--- src/rtl/obl_pkg.sv ---
`timescale 1ns / 1ps
`default_nettype none

package obl_pkg;

  localparam int DEPTH_DEF = 16;

  localparam int REQ_W     = 3;
  localparam int POS_W     = 4;
  localparam int THR_W     = 8;
  localparam int BUR_W     = 10;
  localparam int LEN_W     = 16;
  localparam int REC_W     = THR_W + BUR_W + LEN_W;
  localparam int CNT_OUT_W = 5;

  // stream widths, padded to whole bytes
  localparam int IN_DATA_W  = 40;
  localparam int OUT_DATA_W = 40;

  localparam logic [REQ_W-1:0] REQ_PUSH   = 3'd0;
  localparam logic [REQ_W-1:0] REQ_APPEND = 3'd1;
  localparam logic [REQ_W-1:0] REQ_READ   = 3'd2;
  localparam logic [REQ_W-1:0] REQ_POP    = 3'd3;
  localparam logic [REQ_W-1:0] REQ_REMOVE = 3'd4;

  typedef struct packed {
    logic [THR_W-1:0] thread;
    logic [BUR_W-1:0] burst;
    logic [LEN_W-1:0] length;
  } rec_t;

  typedef struct packed {
    logic [REQ_W-1:0] req_type;
    logic [POS_W-1:0] position;
    rec_t             rec;
  } req_t;

  typedef struct packed {
    logic valid;
    logic ok;
    rec_t rec;
  } resp_t;

endpackage

`default_nettype wire

--- src/rtl/obl_ram.sv ---
`timescale 1ns / 1ps
`default_nettype none

module obl_ram #(
  parameter int WIDTH = 34,
  parameter int DEPTH = 16
) (
  input  wire logic                     clk,
  input  wire logic                     we,
  input  wire logic [$clog2(DEPTH)-1:0] waddr,
  input  wire logic [WIDTH-1:0]         wdata,
  input  wire logic [$clog2(DEPTH)-1:0] raddr,
  output logic      [WIDTH-1:0]         rdata
);

  logic [WIDTH-1:0] mem [DEPTH];

  always_ff @(posedge clk) begin
    if (we) begin
      mem[waddr] <= wdata;
    end
    rdata <= mem[raddr];
  end

endmodule

`default_nettype wire

--- src/rtl/obl_step.sv ---
`timescale 1ns / 1ps
`default_nettype none

// shared index unit: one increment or decrement and an end-of-run compare
module obl_step #(
  parameter int W = 5
) (
  input  wire logic [W-1:0] a,
  input  wire logic         dec,
  input  wire logic [W-1:0] lim,
  output logic      [W-1:0] sum,
  output logic              hit
);

  always_comb begin
    sum = dec ? (a - W'(1)) : (a + W'(1));
    hit = (sum == lim);
  end

endmodule

`default_nettype wire

--- src/rtl/obl_ctrl.sv ---
`timescale 1ns / 1ps
`default_nettype none

module obl_ctrl #(
  parameter int LIST_DEPTH = obl_pkg::DEPTH_DEF
) (
  input  wire logic                          clk,
  input  wire logic                          rst_n,
  input  wire logic                          in_valid,
  output logic                               in_ready,
  input  wire obl_pkg::req_t                 req,
  output obl_pkg::resp_t                     done,
  output logic [$clog2(LIST_DEPTH+1)-1:0]    count,
  input  wire logic                          out_free,
  output logic                               ram_we,
  output logic [$clog2(LIST_DEPTH)-1:0]      ram_waddr,
  output obl_pkg::rec_t                      ram_wdata,
  output logic [$clog2(LIST_DEPTH)-1:0]      ram_raddr,
  input  wire obl_pkg::rec_t                 ram_rdata
);

  localparam int CNT_W  = $clog2(LIST_DEPTH + 1);
  localparam int ADDR_W = $clog2(LIST_DEPTH);
  localparam int CMP_W  = (CNT_W > obl_pkg::POS_W) ? CNT_W : obl_pkg::POS_W;

  localparam logic [2:0] S_IDLE   = 3'd0;
  localparam logic [2:0] S_SHR_RD = 3'd1;
  localparam logic [2:0] S_SHR_WR = 3'd2;
  localparam logic [2:0] S_INS    = 3'd3;
  localparam logic [2:0] S_CAP    = 3'd4;
  localparam logic [2:0] S_RM_RD  = 3'd5;
  localparam logic [2:0] S_RM_WR  = 3'd6;
  localparam logic [2:0] S_DONE   = 3'd7;

  logic [2:0]                state_r, state_nxt;
  logic [CNT_W-1:0]          count_r, count_nxt;
  logic [CNT_W-1:0]          src_r, src_nxt;
  logic [CNT_W-1:0]          dst_r, dst_nxt;
  logic [obl_pkg::REQ_W-1:0] op_r, op_nxt;
  obl_pkg::rec_t             rec_r, rec_nxt;
  obl_pkg::rec_t             res_r, res_nxt;
  logic                      ok_r, ok_nxt;

  logic [CNT_W-1:0] unit_a, unit_sum;
  logic             unit_dec, unit_hit;
  logic [CMP_W-1:0] pos_w, cnt_w;
  logic             full, pos_ok;

  obl_step #(.W(CNT_W)) u_step (
    .a   (unit_a),
    .dec (unit_dec),
    .lim (count_r),
    .sum (unit_sum),
    .hit (unit_hit)
  );

  assign pos_w  = CMP_W'(req.position);
  assign cnt_w  = CMP_W'(count_r);
  assign full   = (count_r == CNT_W'(LIST_DEPTH));
  assign pos_ok = (pos_w < cnt_w);

  always_comb begin
    state_nxt = state_r;
    count_nxt = count_r;
    src_nxt   = src_r;
    dst_nxt   = dst_r;
    op_nxt    = op_r;
    rec_nxt   = rec_r;
    res_nxt   = res_r;
    ok_nxt    = ok_r;
    ram_we    = 1'b0;
    ram_waddr = dst_r[ADDR_W-1:0];
    ram_wdata = ram_rdata;
    ram_raddr = src_r[ADDR_W-1:0];
    unit_a    = src_r;
    unit_dec  = 1'b0;

    case (state_r)
      S_IDLE: begin
        unit_a   = count_r;
        unit_dec = 1'b1;
        if (in_valid) begin
          op_nxt    = req.req_type;
          rec_nxt   = req.rec;
          ok_nxt    = 1'b0;
          res_nxt   = '0;
          state_nxt = S_DONE;
          case (req.req_type)
            obl_pkg::REQ_PUSH: begin
              if (!full) begin
                ok_nxt  = 1'b1;
                res_nxt = req.rec;
                if (count_r == '0) begin
                  ram_we    = 1'b1;
                  ram_waddr = '0;
                  ram_wdata = req.rec;
                  count_nxt = count_r + CNT_W'(1);
                end else begin
                  // move records up one slot, back to front
                  src_nxt   = unit_sum;
                  state_nxt = S_SHR_RD;
                end
              end
            end
            obl_pkg::REQ_APPEND: begin
              if (!full) begin
                ok_nxt    = 1'b1;
                res_nxt   = req.rec;
                ram_we    = 1'b1;
                ram_waddr = count_r[ADDR_W-1:0];
                ram_wdata = req.rec;
                count_nxt = count_r + CNT_W'(1);
              end
            end
            obl_pkg::REQ_READ: begin
              if (pos_ok) begin
                ram_raddr = pos_w[ADDR_W-1:0];
                state_nxt = S_CAP;
              end
            end
            obl_pkg::REQ_POP: begin
              if (count_r != '0) begin
                ram_raddr = '0;
                src_nxt   = '0;
                state_nxt = S_CAP;
              end
            end
            obl_pkg::REQ_REMOVE: begin
              if (pos_ok) begin
                ram_raddr = pos_w[ADDR_W-1:0];
                src_nxt   = pos_w[CNT_W-1:0];
                state_nxt = S_CAP;
              end
            end
            default: begin
            end
          endcase
        end
      end
      S_SHR_RD: begin
        dst_nxt   = unit_sum;
        state_nxt = S_SHR_WR;
      end
      S_SHR_WR: begin
        ram_we    = 1'b1;
        unit_dec  = 1'b1;
        src_nxt   = unit_sum;
        state_nxt = (src_r == '0) ? S_INS : S_SHR_RD;
      end
      S_INS: begin
        ram_we    = 1'b1;
        ram_waddr = '0;
        ram_wdata = rec_r;
        count_nxt = count_r + CNT_W'(1);
        state_nxt = S_DONE;
      end
      S_CAP: begin
        ok_nxt  = 1'b1;
        res_nxt = ram_rdata;
        if (op_r == obl_pkg::REQ_READ) begin
          state_nxt = S_DONE;
        end else begin
          // close the gap: pull records down one slot, front to back
          src_nxt = unit_sum;
          if (unit_hit) begin
            count_nxt = count_r - CNT_W'(1);
            state_nxt = S_DONE;
          end else begin
            state_nxt = S_RM_RD;
          end
        end
      end
      S_RM_RD: begin
        unit_dec  = 1'b1;
        dst_nxt   = unit_sum;
        state_nxt = S_RM_WR;
      end
      S_RM_WR: begin
        ram_we  = 1'b1;
        src_nxt = unit_sum;
        if (unit_hit) begin
          count_nxt = count_r - CNT_W'(1);
          state_nxt = S_DONE;
        end else begin
          state_nxt = S_RM_RD;
        end
      end
      S_DONE: begin
        if (out_free) begin
          state_nxt = S_IDLE;
        end
      end
      default: begin
        state_nxt = S_IDLE;
      end
    endcase
  end

  always_ff @(posedge clk) begin
    if (!rst_n) begin
      state_r <= S_IDLE;
      count_r <= '0;
    end else begin
      state_r <= state_nxt;
      count_r <= count_nxt;
    end
  end

  always_ff @(posedge clk) begin
    src_r <= src_nxt;
    dst_r <= dst_nxt;
    op_r  <= op_nxt;
    rec_r <= rec_nxt;
    res_r <= res_nxt;
    ok_r  <= ok_nxt;
  end

  assign in_ready   = (state_r == S_IDLE);
  assign done.valid = (state_r == S_DONE);
  assign done.ok    = ok_r;
  assign done.rec   = res_r;
  assign count      = count_r;

endmodule

`default_nettype wire

--- src/rtl/ordered_burst_list.sv ---
`timescale 1ns / 1ps
`default_nettype none

// Bounded ordered list of burst records (front is position 0) held in a
// single-port-read RAM and rearranged one record at a time by a small
// sequencer around one shared index increment/decrement unit. One item is
// taken at a time; in_tready is high only while the block is idle. Each
// record move costs a RAM read and a write on the next cycle, so a push to
// the front, a pop or a remove takes longer the more records it moves. A
// finished result sits in the output register and the next item is
// accepted while it waits; a further result waits until that one is taken.
module ordered_burst_list #(
  parameter int LIST_DEPTH = obl_pkg::DEPTH_DEF
) (
  input  wire logic                             clk,
  input  wire logic                             rst_n,
  input  wire logic                             in_tvalid,
  output logic                                  in_tready,
  // req_type[2:0]
  input  wire logic [obl_pkg::REQ_W-1:0]        in_tuser,
  // position[3:0], thread_id[11:4], burst_id[21:12], burst_length[37:22]
  input  wire logic [obl_pkg::IN_DATA_W-1:0]    in_tdata,
  output logic                                  out_tvalid,
  input  wire logic                             out_tready,
  // ok[0]
  output logic [0:0]                            out_tuser,
  // out_thread[7:0], out_burst[17:8], out_length[33:18], entry_count[38:34],
  // is_empty[39]
  output logic [obl_pkg::OUT_DATA_W-1:0]        out_tdata
);

  localparam int CNT_W  = $clog2(LIST_DEPTH + 1);
  localparam int ADDR_W = $clog2(LIST_DEPTH);

  obl_pkg::req_t   req;
  obl_pkg::resp_t  done;
  logic [CNT_W-1:0] count;
  logic            out_free;

  logic                        ram_we;
  logic [ADDR_W-1:0]           ram_waddr, ram_raddr;
  obl_pkg::rec_t               ram_wdata, ram_rdata;
  logic [obl_pkg::REC_W-1:0]   ram_rdata_raw;

  logic                            out_tvalid_r;
  logic [0:0]                      out_tuser_r;
  logic [obl_pkg::OUT_DATA_W-1:0]  out_tdata_r;

  assign req.req_type   = in_tuser;
  assign req.position   = in_tdata[3:0];
  assign req.rec.thread = in_tdata[11:4];
  assign req.rec.burst  = in_tdata[21:12];
  assign req.rec.length = in_tdata[37:22];

  assign out_free  = !out_tvalid_r || out_tready;
  assign ram_rdata = ram_rdata_raw;

  obl_ctrl #(.LIST_DEPTH(LIST_DEPTH)) u_ctrl (
    .clk       (clk),
    .rst_n     (rst_n),
    .in_valid  (in_tvalid),
    .in_ready  (in_tready),
    .req       (req),
    .done      (done),
    .count     (count),
    .out_free  (out_free),
    .ram_we    (ram_we),
    .ram_waddr (ram_waddr),
    .ram_wdata (ram_wdata),
    .ram_raddr (ram_raddr),
    .ram_rdata (ram_rdata)
  );

  obl_ram #(
    .WIDTH (obl_pkg::REC_W),
    .DEPTH (LIST_DEPTH)
  ) u_ram (
    .clk   (clk),
    .we    (ram_we),
    .waddr (ram_waddr),
    .wdata (ram_wdata),
    .raddr (ram_raddr),
    .rdata (ram_rdata_raw)
  );

  always_ff @(posedge clk) begin
    if (!rst_n) begin
      out_tvalid_r <= 1'b0;
    end else if (done.valid && out_free) begin
      out_tvalid_r <= 1'b1;
    end else if (out_tready) begin
      out_tvalid_r <= 1'b0;
    end
  end

  always_ff @(posedge clk) begin
    if (done.valid && out_free) begin
      out_tuser_r <= done.ok;
      out_tdata_r <= {(count == '0),
                      obl_pkg::CNT_OUT_W'(count),
                      done.rec.length,
                      done.rec.burst,
                      done.rec.thread};
    end
  end

  assign out_tvalid = out_tvalid_r;
  assign out_tuser  = out_tuser_r;
  assign out_tdata  = out_tdata_r;

endmodule

`default_nettype wire

--- config.mk ---
export PLATFORM = sky130hd
export DESIGN_NAME = ordered_burst_list
export DESIGN_NICKNAME = d
export VERILOG_FILES = /design/src/rtl/obl_pkg.sv /design/src/rtl/obl_ram.sv /design/src/rtl/obl_step.sv /design/src/rtl/obl_ctrl.sv /design/src/rtl/ordered_burst_list.sv
export SDC_FILE = /design/constraint.sdc
export NUM_CORES = 1
export LEC_CHECK = 0
export BUFFER_PORTS_ARGS = -buffer_cell sky130_fd_sc_hd__buf_2
export CAP_MARGIN = 10
export CORE_MARGIN = 2
export CORE_UTILIZATION = 45
export DETAILED_ROUTE_END_ITERATION = 10
export PLACE_DENSITY = 0.63
export SLEW_MARGIN = 40
export SYNTH_ARGS = -nofsm -noshare
export SYNTH_HDL_FRONTEND = slang
export SYNTH_SLANG_ARGS = --single-unit
--- constraint.sdc ---
create_clock -name clk -period 6.4 [get_ports clk]
set_clock_uncertainty 0.05 [all_clocks]
set_input_delay 0 -clock clk [delete_from_list [all_inputs] [get_ports clk]]
set_output_delay 0 -clock clk [all_outputs]
set_load 0.05 [all_outputs]
Word-level counts from Yosys, hierarchy flattened

Memory sizes are Yosys's and may differ from the RTL's. A register that Yosys moved wholly into a read port is not among the register bits.
Index checks and enable logic that the tools add are counted.
W data, S select, Z words.

Muxes and demuxes: 64
$lt $le $gt $ge: 1
Eq/ne operators: 25
Reduce and logical (&&, ||, !) cells: 23
$add $sub $neg: 4

Operators with widths:

| cell                  | number |
|---|---|
| $mux W34              | 7 |
| $pmux W34 S2          | 3 |
| $mux W5               | 14 |
| $mux W4               | 8 |
| $pmux W5 S3           | 2 |
| $pmux W3 S8           | 1 |
| $pmux W4 S2           | 3 |
| $pmux W5 S4           | 1 |
| $eq A3 B2 Y1 const B  | 5 |
| $eq A3 B3 Y1 const B  | 5 |
| $mux W3               | 5 |
| $ne A3 B3 Y1 const B  | 4 |
| $mux W1               | 11 |
| $add A5 B1 Y5 const B | 2 |
| $logic_not A5 Y1      | 2 |
| $pmux W5 S2           | 1 |
| $sub A5 B1 Y5 const B | 2 |
| $pmux W3 S3           | 1 |
| $mux W2               | 4 |
| $reduce_and A8 Y1     | 1 |
| $reduce_or A2 Y1      | 4 |
| $reduce_and A7 Y1     | 1 |
| $eq A3 B1 Y1 const B  | 2 |
| $logic_not A3 Y1      | 2 |
| other kinds (18)      | 26 |

Memories: 1
Memory bits (writable): 544
Word-level logic and storage cells: 133
Output and inout bits: 43
Bits in registers: 131
Input bits: 47

Memory list:

| name      | words | bits a word | read ports | clocked after memory_dff | wr ports | RTL line      | text |
|---|---|---|---|---|---|---|---|
| u_ram.mem | 16    | 34          | 1          | 1                        | 1        | obl_ram.sv:16 | `logic [WIDTH-1:0] mem [DEPTH];` |

Depth between registers and ports, before layout

Gate-level depths: netlist of the first run.

Depth after elaboration: 9
Depth in mapped cells: 14
Mapped depth without buffers: 12

Hierarchy

A second synthesis of the first run with hierarchy kept.

Cells, all modules: 1416
Area total of the unflattened synthesis: 27148.5 um2

By module, submodules not included:

| module             | seq. area each (um2) | cells each | instances | area an instance (um2) |
|---|---|---|---|---|
| obl_ram            | 17016.3              | 888        | 1         | 21076.5 |
| obl_ctrl           | 2592.5               | 459        | 1         | 4571.9 |
| ordered_burst_list | 1251.2               | 48         | 1         | 1286.2 |
| obl_step           | 0.0                  | 21         | 1         | 214.0 |

Worst setup path before layout of the first run

OpenSTA, ideal clock, no wires.

Kind: register -> register
Start point: register u_ctrl.state_r[0]
End point: memory u_ram.mem[15][0] (enable)
Path slack: 1439 ps
Setup time: 429 ps
Data required time: 5921 ps
Period minus slack after synthesis: 4961 ps
Stages on the path, launching flop included: 8
Arrival time: 4482 ps
Path buffers: 0
Cells stage by stage: dfxtp_1 -> nor3_4 -> nand2_1 -> inv_1 -> and3_1 -> a22oi_1 -> or3_1 -> nor2b_1

Elaborated cells on any way between the ends: 9
Classes of those cells: eq/ne (3); mux (4); reduce/logical (2)

RTL lines:

| what                          | RTL line                 | text |
|---|---|---|
| start, declared               | obl_ctrl.sv:35           | `logic [2:0] state_r, state_nxt;` |
| start signal, assigned        | obl_ctrl.sv:204          | `state_r <= state_nxt;` |
| $logic_not A3 Y1 *            | n/a                      |  |
| net in_tready                 | ordered_burst_list.sv:18 | `output logic in_tready,` |
| $pmux W1 S2                   | obl_ctrl.sv:78           | `case (state_r)` |
| $mux W1                       | obl_ram.sv:19            | `if (we) begin` |
| $mux W1 (not written as such) | obl_ram.sv:20            | `mem[waddr] <= wdata;` |
| end, declared                 | obl_ram.sv:16            |  |

Mark *: on every way through the listed nets, which the timed path passes. The rest lies on a longest branch.

Worst setup path in the final report of the first run

Start point: register u_ctrl.count_r[0] (netlist: u_ctrl.count[0])
End point: memory u_ram.mem[4][29] (enable)

Cells in the longest elaborated chain, start to end: 8
Elaborated cells on any way between the ends: 16
Classes of those cells: eq/ne (1); mux (14); reduce/logical (1)

RTL lines:

| what                          | RTL line        | text |
|---|---|---|
| start, declared               | obl_ctrl.sv:36  | `logic [CNT_W-1:0] count_r, count_nxt;` |
| start signal, assigned        | obl_ctrl.sv:205 | `count_r <= count_nxt;` |
| $logic_not A5 Y1              | obl_ctrl.sv:93  | `if (count_r == '0) begin` |
| $mux W1                       | obl_ctrl.sv:93  |  |
| $mux W1                       | obl_ctrl.sv:90  | `if (!full) begin` |
| $pmux W1 S2                   | obl_ctrl.sv:88  | `case (req.req_type)` |
| $mux W1                       | obl_ctrl.sv:82  | `if (in_valid) begin` |
| $pmux W1 S2                   | obl_ctrl.sv:78  |  |
| $mux W1                       | obl_ram.sv:19   |  |
| $mux W1 (not written as such) | obl_ram.sv:20   |  |

Parallel ways exist; a longest one is shown, timed or not.

==> impl_metrics.json, run 1 <==
{
  "status": "finished clean",
  "syn_avg_cell_area_sq_um": 18.86,
  "synth_enable_flop_cells": 666,
  "tightest_slew_ns": 0.8142,
  "detailedRoute.firstIterationViolations": 1422,
  "syn_to_final_growth_pct": 17.25,
  "numPortBuffers": 87,
  "critPathMaxFanout": 22,
  "gpl.final_weighted_congestion": 0.8652,
  "sinks_on_clock_net": 709,
  "setup_tns_ns": 0,
  "tcrit_tclk_final_pct": 65.46,
  "whs_ns": 0.1021,
  "globalRouteOverflowTotal": 0,
  "cts_htree_levels": 3,
  "drt_pre_antenna_iters": 6,
  "synth.distinct_cells": 53,
  "die_h_um": 253.0,
  "regToRegSetupSlack_ns": 2.21,
  "global_route.usage.total_pct": 20.70,
  "startpoint_type": "flop",
  "report.final.setup_viol": 0,
  "cts_tree": "built",
  "ir_drop_mv": 0.2643,
  "crit_arrival_ns": 4.39,
  "synth_commonest_cells": "edfxtp_1 (666), mux4_2 (136), a22oi_1 (102), nand2_1 (99), clkbuf_1 (59)",
  "report.final.hold_viol_count": 0,
  "top_level_ports": 90,
  "clkSlewWorstSetupHoldPaths_ns": 0.06,
  "slew_margin_rel_pct": 45.59,
  "pwr-share-comb_pct": 32.2,
  "share_of_synthesized_flip_flops_with_an_asynchronous_set_or_reset_pct": 0,
  "yosysTopAreaCell": "edfxtp_1",
  "initial_antenna_violation_count": 1,
  "power.leakage_nw": 11.04,
  "path_class": "reg2reg",
  "netlist_top_cells_area": "edfxtp_1 (72%), mux4_2 (11%), dfxtp_1 (3.1%), a22oi_1 (2.7%), nand2_1 (1.3%)",
  "tritoncts.num_buffers": 70,
  "rsz0062_at_grt": "false",
  "synth_seq_area_share_pct": 74.79,
  "postSynthCellCount": 1479,
  "dp_hpwl_mm": 39.42,
  "drive_above_1_share_pct": 25.68,
  "std_cell_rows": 91,
  "vias_per_cell": 5.971,
  "sw_frac_of_total_pct": 32.08,
  "period_needed_ns": 4.190,
  "ant_nets": 0,
  "worst_setup_path_end_kind": "flop",
  "drcViolationCount": 0,
  "slowest_stage": "or4_4",
  "hold_path_class": "in2reg",
  "cts_hold_repair.buffers": 44,
  "number_of_synthesized_register_bits": 709,
  "fmaxAchievable_ghz": 0.2387,
  "cts_post_setup_buffers_inserted": 0,
  "synth_top_area_share_pct": 71.70,
  "route.detailed.wl_per_inst_um": 25.81,
  "dieArea_sq_mm": 0.06399,
  "route.vias.total": 15070,
  "final_layout_net_count": 1733,
  "power.share.sequential_pct": 42.8,
  "chipWidth_um": 253.0,
  "path_cells": "or4_4 -> mux2i_1 -> nand4_1 -> a21o_1 -> a22oi_1 -> nor2b_1 -> nand2_1 -> nor2_4 -> buf_4",
  "number_of_global_route_vias_before_repair": 15340,
  "total_switching_power_mw": 5.180,
  "timing.critical_path.required_ns": 6.60,
  "synth_area_sq_mm": 0.02789,
  "syn-num-nets": 1537,
  "finalPower_mw": 16.15,
  "grt_pass1_wl_mm": 97.30,
  "internal_power_mw": 10.97,
  "critical-path-max-stage-delay_ns": 0.64,
  "clkLatencyLatePin_ns": 0.61,
  "post-synth-top-count-cell": "edfxtp_1",
  "post_cts.resized_instances": 0,
  "synthesis.yosys.warnings": 0,
  "clock_power_share_pct": 25.0,
  "routed_wirelength_mm": 65.14,
  "grt_start_max_net_pins": 137,
  "power_density_mw_per_mm2": 493.8,
  "cts_root_buffer": "clkbuf_16",
  "fillCellCount": 4746,
  "synth_top_flop_cell": "edfxtp_1",
  "timing.final.max_slew_violations": 0,
  "cap_violations": 0,
  "coreArea_sq_mm": 0.06148,
  "initial_core_util_pct": 45.36,
  "clk_path_buf_depth": 3
}
-- power groups by stage --
| stage | combinational, mW | sequential [mW] | clock [mW] |
|---|---|---|---|
| 6_report | 5.19 | 6.92 | 4.04 |
| 5_1_grt | 5.65 | 6.97 | 4.28 |
| 4_1_cts | 5.19 | 6.92 | 4.11 |
| 3_5_place_dp | 5.16 | 7.01 | 0 |
| 3_3_place_gp | 4.80 | 7.01 | 0 |
| 2_1_floorplan | 3.42 | 6.97 | 0 |
-- worst max-delay path: cells and delay by family (launching register included) --
kind            cells  cell delay [ns]
simple gates        5             1.83
buf+inv             1             0.48
flops               1             0.46
compound gates      2             0.73
mux                 1             0.25
-- layout make-up --
type	count	area, sq um	area share [%]
Tap cell	790	988.4	3.023
Clock inverter	30	252.7	0.7728
Inverter	49	183.9	0.5624
Antenna cell	1	2.502	0.007652
Multi-Input combinational cell	636	6679	20.42
Sequential cell	709	20860	63.80
Clock buffer	100	1999	6.114
Timing Repair Buffer	209	1733	5.299
-- placed cells by master, fill, tap and decap left out, types with 5 or more instances in the layout --
cell type / n
clkbuf_8: 5
a221o_1: 30
o221ai_1: 31
a31oi_1: 5
clkinv_1: 14
nand3_1: 6
xnor2_1: 6
o21ai_0: 37
nand2b_1: 8
buf_16: 11
dfxtp_1: 40
clkbuf_1: 21
edfxtp_1: 666
clkinv_2: 10
nor2_4: 18
buf_4: 33
nor2_1: 15
mux4_2: 136
a21oi_1: 18
a22o_1: 9
clkbuf_16: 74
dlygate4sd3_1: 44
ha_1: 9
buf_12: 6
nand2_1: 98
inv_1: 48
a21o_1: 6
mux2i_1: 35
buf_2: 110
a22oi_1: 93
a22oi_2: 9
-- final timing paths --
kind,cells past startpoint,from,endpoint
max,9,u_ctrl.count[0]$_SDFFE_PN0P_,u_ram.mem[4][29]$_DFFE_PP_
min,2,in_tdata[31],u_ctrl.rec_r[9]$_DFFE_PP_
max reg2reg,9,u_ctrl.count[0]$_SDFFE_PN0P_,u_ram.mem[4][29]$_DFFE_PP_
min reg2reg,0,u_ctrl.done[33]$_DFFE_PP_,out_tdata[7]$_DFFE_PP_
-- per-stage QoR --
stage / std cells / util [%] / area [sq um] / setup WS (ns)
after floorplan: 1479 / - / 27890 / 1.439
after detailed placement: 2347 / 48.71 / 29950 / 2.221
final: 2524 / 53.19 / 32700 / 2.210
after CTS: 2521 / 53.09 / 32640 / 2.201
after global placement: 2307 / 47.85 / 29420 / 2.090
after global routing: 2524 / 53.19 / 32700 / 1.997
-- routing by layer --
metal,vias to the layer above,global-route usage [%],routed length (um)
li1,6489,-,-
met1,7892,28.24,27190
met2,600,33.99,31860
met3,90,3.978,4847
met4,0,6.188,1243
met5,-,0,0
-- sequential cells by signal (all words and copies together) (netlist names), 3 cells and up --
name,cells
u_ctrl.dst_r,4
u_ctrl.done,34
u_ctrl.count,5
u_ram.rdata,34
u_ram.mem,544
u_ctrl.rec_r,34
u_ctrl.state_r,3
out_tdata,40
u_ctrl.src_r,5
u_ctrl.op_r,3
-- cell families (layout without fill, tap and decap cells) --
family          after synthesis  after routing  share of synthesized area (%)
compound gates              262            262                          7.083
xor+xnor                     10             10                         0.3140
fa+ha+maj                    11             11                         0.5473
buf+inv                     134            388                          2.046
flops                       709            709                          74.79
mux                         174            174                          12.36
other cells                   0              1                              0
simple gates                179            179                          2.862
(Power assumes the default switching activity.)
==> inputs of run 2 (changes only) <==
--- a/config.mk
+++ b/config.mk
@@ -10,7 +10,7 @@
 export CORE_MARGIN = 2
 export CORE_UTILIZATION = 45
 export DETAILED_ROUTE_END_ITERATION = 10
-export PLACE_DENSITY = 0.63
+export PLACE_DENSITY = 0.65
 export SLEW_MARGIN = 40
 export SYNTH_ARGS = -nofsm -noshare
 export SYNTH_HDL_FRONTEND = slang
==> constraint.sdc (replaced) <==
create_clock -name clk -period 3.4 [get_ports clk]
set_clock_uncertainty 0.05 [all_clocks]
set_input_delay 0 -clock clk [delete_from_list [all_inputs] [get_ports clk]]
set_output_delay 0 -clock clk [all_outputs]
set_load 0.05 [all_outputs]
==> impl_metrics.json, run 2 (synthesized netlist as in run 1, its figures left out) <==
{
  "finalWorstSetupSlack_ns": 0.09818,
  "period_needed_ns": 3.302,
  "pwr-share-comb_pct": 34.4,
  "power.leakage_nw": 11.42,
  "clkSlewWorstSetupHoldPaths_ns": 0.06,
  "critPathMaxFanout": 26,
  "report.final.setup_viol": 0,
  "drive_above_1_share_pct": 28.42,
  "initial_core_util_pct": 45.36,
  "cts_htree_levels": 3,
  "clkLatencyLatePin_ns": 0.61,
  "sw_frac_of_total_pct": 32.34,
  "total_switching_power_mw": 10.31,
  "status": "finished clean",
  "syn_to_final_growth_pct": 20.21,
  "global_route.usage.total_pct": 21.42,
  "power_density_mw_per_mm2": 951.0,
  "dp_hpwl_mm": 40.20,
  "initial_antenna_violation_count": 1,
  "clock_power_share_pct": 24.6,
  "internal_power_mw": 21.57,
  "dieArea_sq_mm": 0.06399,
  "die_h_um": 253.0,
  "chipWidth_um": 253.0,
  "number_of_global_route_vias_before_repair": 15810,
  "timing.critical_path.required_ns": 3.63,
  "clk_path_buf_depth": 3,
  "grt_pass1_wl_mm": 100.5,
  "route.detailed.wl_per_inst_um": 26.24,
  "cts_root_buffer": "clkbuf_16",
  "startpoint_type": "flop",
  "tightest_slew_ns": 0.7825,
  "grt.met2_usage_pct": 35.30,
  "cts_tree": "built",
  "insertedDiodeCount": 0,
  "finalPower_mw": 31.89,
  "sinks_on_clock_net": 709,
  "grt_util_met3_pct": 3.690,
  "fmaxAchievable_ghz": 0.3029,
  "fillCellCount": 4639,
  "route.vias.total": 15340,
  "largest_register_ffs": 544,
  "tritoncts.num_buffers": 72,
  "setup_tns_ns": 0,
  "grt_start_max_net_pins": 70,
  "detailedRoute.firstIterationViolations": 1555,
  "ir_drop_mv": 0.4825,
  "slew_margin_rel_pct": 47.64,
  "timing.final.max_slew_violations": 0,
  "cap_violations": 0,
  "coreArea_sq_mm": 0.06148,
  "routed_wirelength_mm": 67.74,
  "min_path_cells": 2,
  "global_route.usage.met1_pct": 29.87,
  "register_with_the_highest_flop_count": "u_ram.mem",
  "numPortBuffers": 87,
  "vias_per_cell": 5.944,
  "drt_pre_antenna_iters": 5,
  "tcrit_tclk_final_pct": 97.11,
  "power.share.sequential_pct": 41.0,
  "ant_nets": 0,
  "crit_arrival_ns": 3.53,
  "drcViolationCount": 0,
  "mostFrequentLayoutCell": "edfxtp_1",
  "gpl.final_weighted_congestion": 0.8685,
  "worst_setup_path_end_kind": "flop",
  "hold_path_class": "in2reg",
  "path_class": "reg2reg",
  "report.final.hold_viol_count": 0,
  "place_worst_setup_slack_ns": 0.2002,
  "commonest_cells_after_routing_fill_and_taps_aside": "edfxtp_1 (666), mux4_2 (136), a22oi_1 (100)",
  "final_layout_net_count": 1791,
  "ff2ff_path_depth": 9,
  "globalRouteOverflowTotal": 0,
  "top_level_ports": 90,
  "std_cell_rows": 91,
  "grt_most_used_layer": "met2"
}
## run 2: cell types whose count changed in the layout (fill, tap and decap cells not counted), moves of 3 or more
cell | before | now
clkinv_1 | 14 | 10
buf_12 | 6 | 46
nand2_2 | 0 | 6
a22oi_1 | 93 | 100
buf_4 | 33 | 86
buf_2 | 110 | 87
a22oi_2 | 9 | 2
nand2_1 | 98 | 93
buf_16 | 11 | 0
buf_8 | 4 | 0
bufinv_16 | 4 | 7
## run 2: path summary, 6_finish.rpt
check | startpoint | endpoint | slack [ns]
max | u_ctrl.count[1]$_SDFFE_PN0P_ | u_ram.mem[3][24]$_DFFE_PP_ | 0.1
min | in_tdata[12] | u_ctrl.rec_r[16]$_DFFE_PP_ | 0.09
max reg2reg | u_ctrl.count[1]$_SDFFE_PN0P_ | u_ram.mem[3][24]$_DFFE_PP_ | 0.1
min reg2reg | u_ctrl.done[32]$_DFFE_PP_ | out_tdata[6]$_DFFE_PP_ | 0.37
## run 2: final cells by class
type / count / area, sq um / area share [%]
flip-flops and latches: 709 / 20860 / 62.22
multi-input cells: 636 / 6688 / 19.95
repair buffers: 265 / 2464 / 7.348
clock buffers: 99 / 1943 / 5.795
well taps: 790 / 988.4 / 2.948
clock inverters: 33 / 395.4 / 1.179
inverters: 49 / 187.7 / 0.5597
## run 2: power by group through the flow
| stage | combinational [mW] | clock (mW) | sequential (mW) |
|---|---|---|---|
| floorplan | 6.55 | 0 | 13.1 |
| global placement | 10.6 | 0 | 13.2 |
| detailed placement | 10.9 | 0 | 13.2 |
| CTS | 11.0 | 7.96 | 13.1 |
| global route | 11.8 | 8.29 | 13.2 |
| finish | 11.0 | 7.83 | 13.1 |
## run 2: worst max-delay path, cell delays in order, from the launching register on
cell and delay (ns):
dfxtp_1 0.34, or4_4 0.58, mux2i_1 0.19, nand4_1 0.14, a21o_1 0.19, buf_4 0.23
a21oi_1 0.09, o32ai_1 0.54, and3_2 0.35, buf_12 0.24
## run 2: what timing repair did
action / in CTS / in global routing
setup buffers: 0 / 0
endpoints found under the setup margin: 0 / 9
resized for setup: 0 / 3
hold buffers: 45 / 0
hold endpoints to repair: 84 / 0
## run 2: per-layer routing
metal  share of wire [%]  up-vias
met4                 1.6        2
met1                  41     8009
li1                    -     6601
met5               0.016        -
met2                  49      649
met3                 7.8       80
## run 2: through the flow
stage / hold WS, ns / area [sq um] / utilization (%) / instances
after floorplan: 0.04887 / 28050 / - / 1479
after global placement: 0.1666 / 30720 / 49.96 / 2404
after detailed placement: 0.1613 / 30730 / 49.98 / 2404
after CTS: 0.06523 / 33520 / 54.51 / 2581
after global routing: 0.08487 / 33530 / 54.53 / 2581
final: 0.08575 / 33530 / 54.53 / 2581
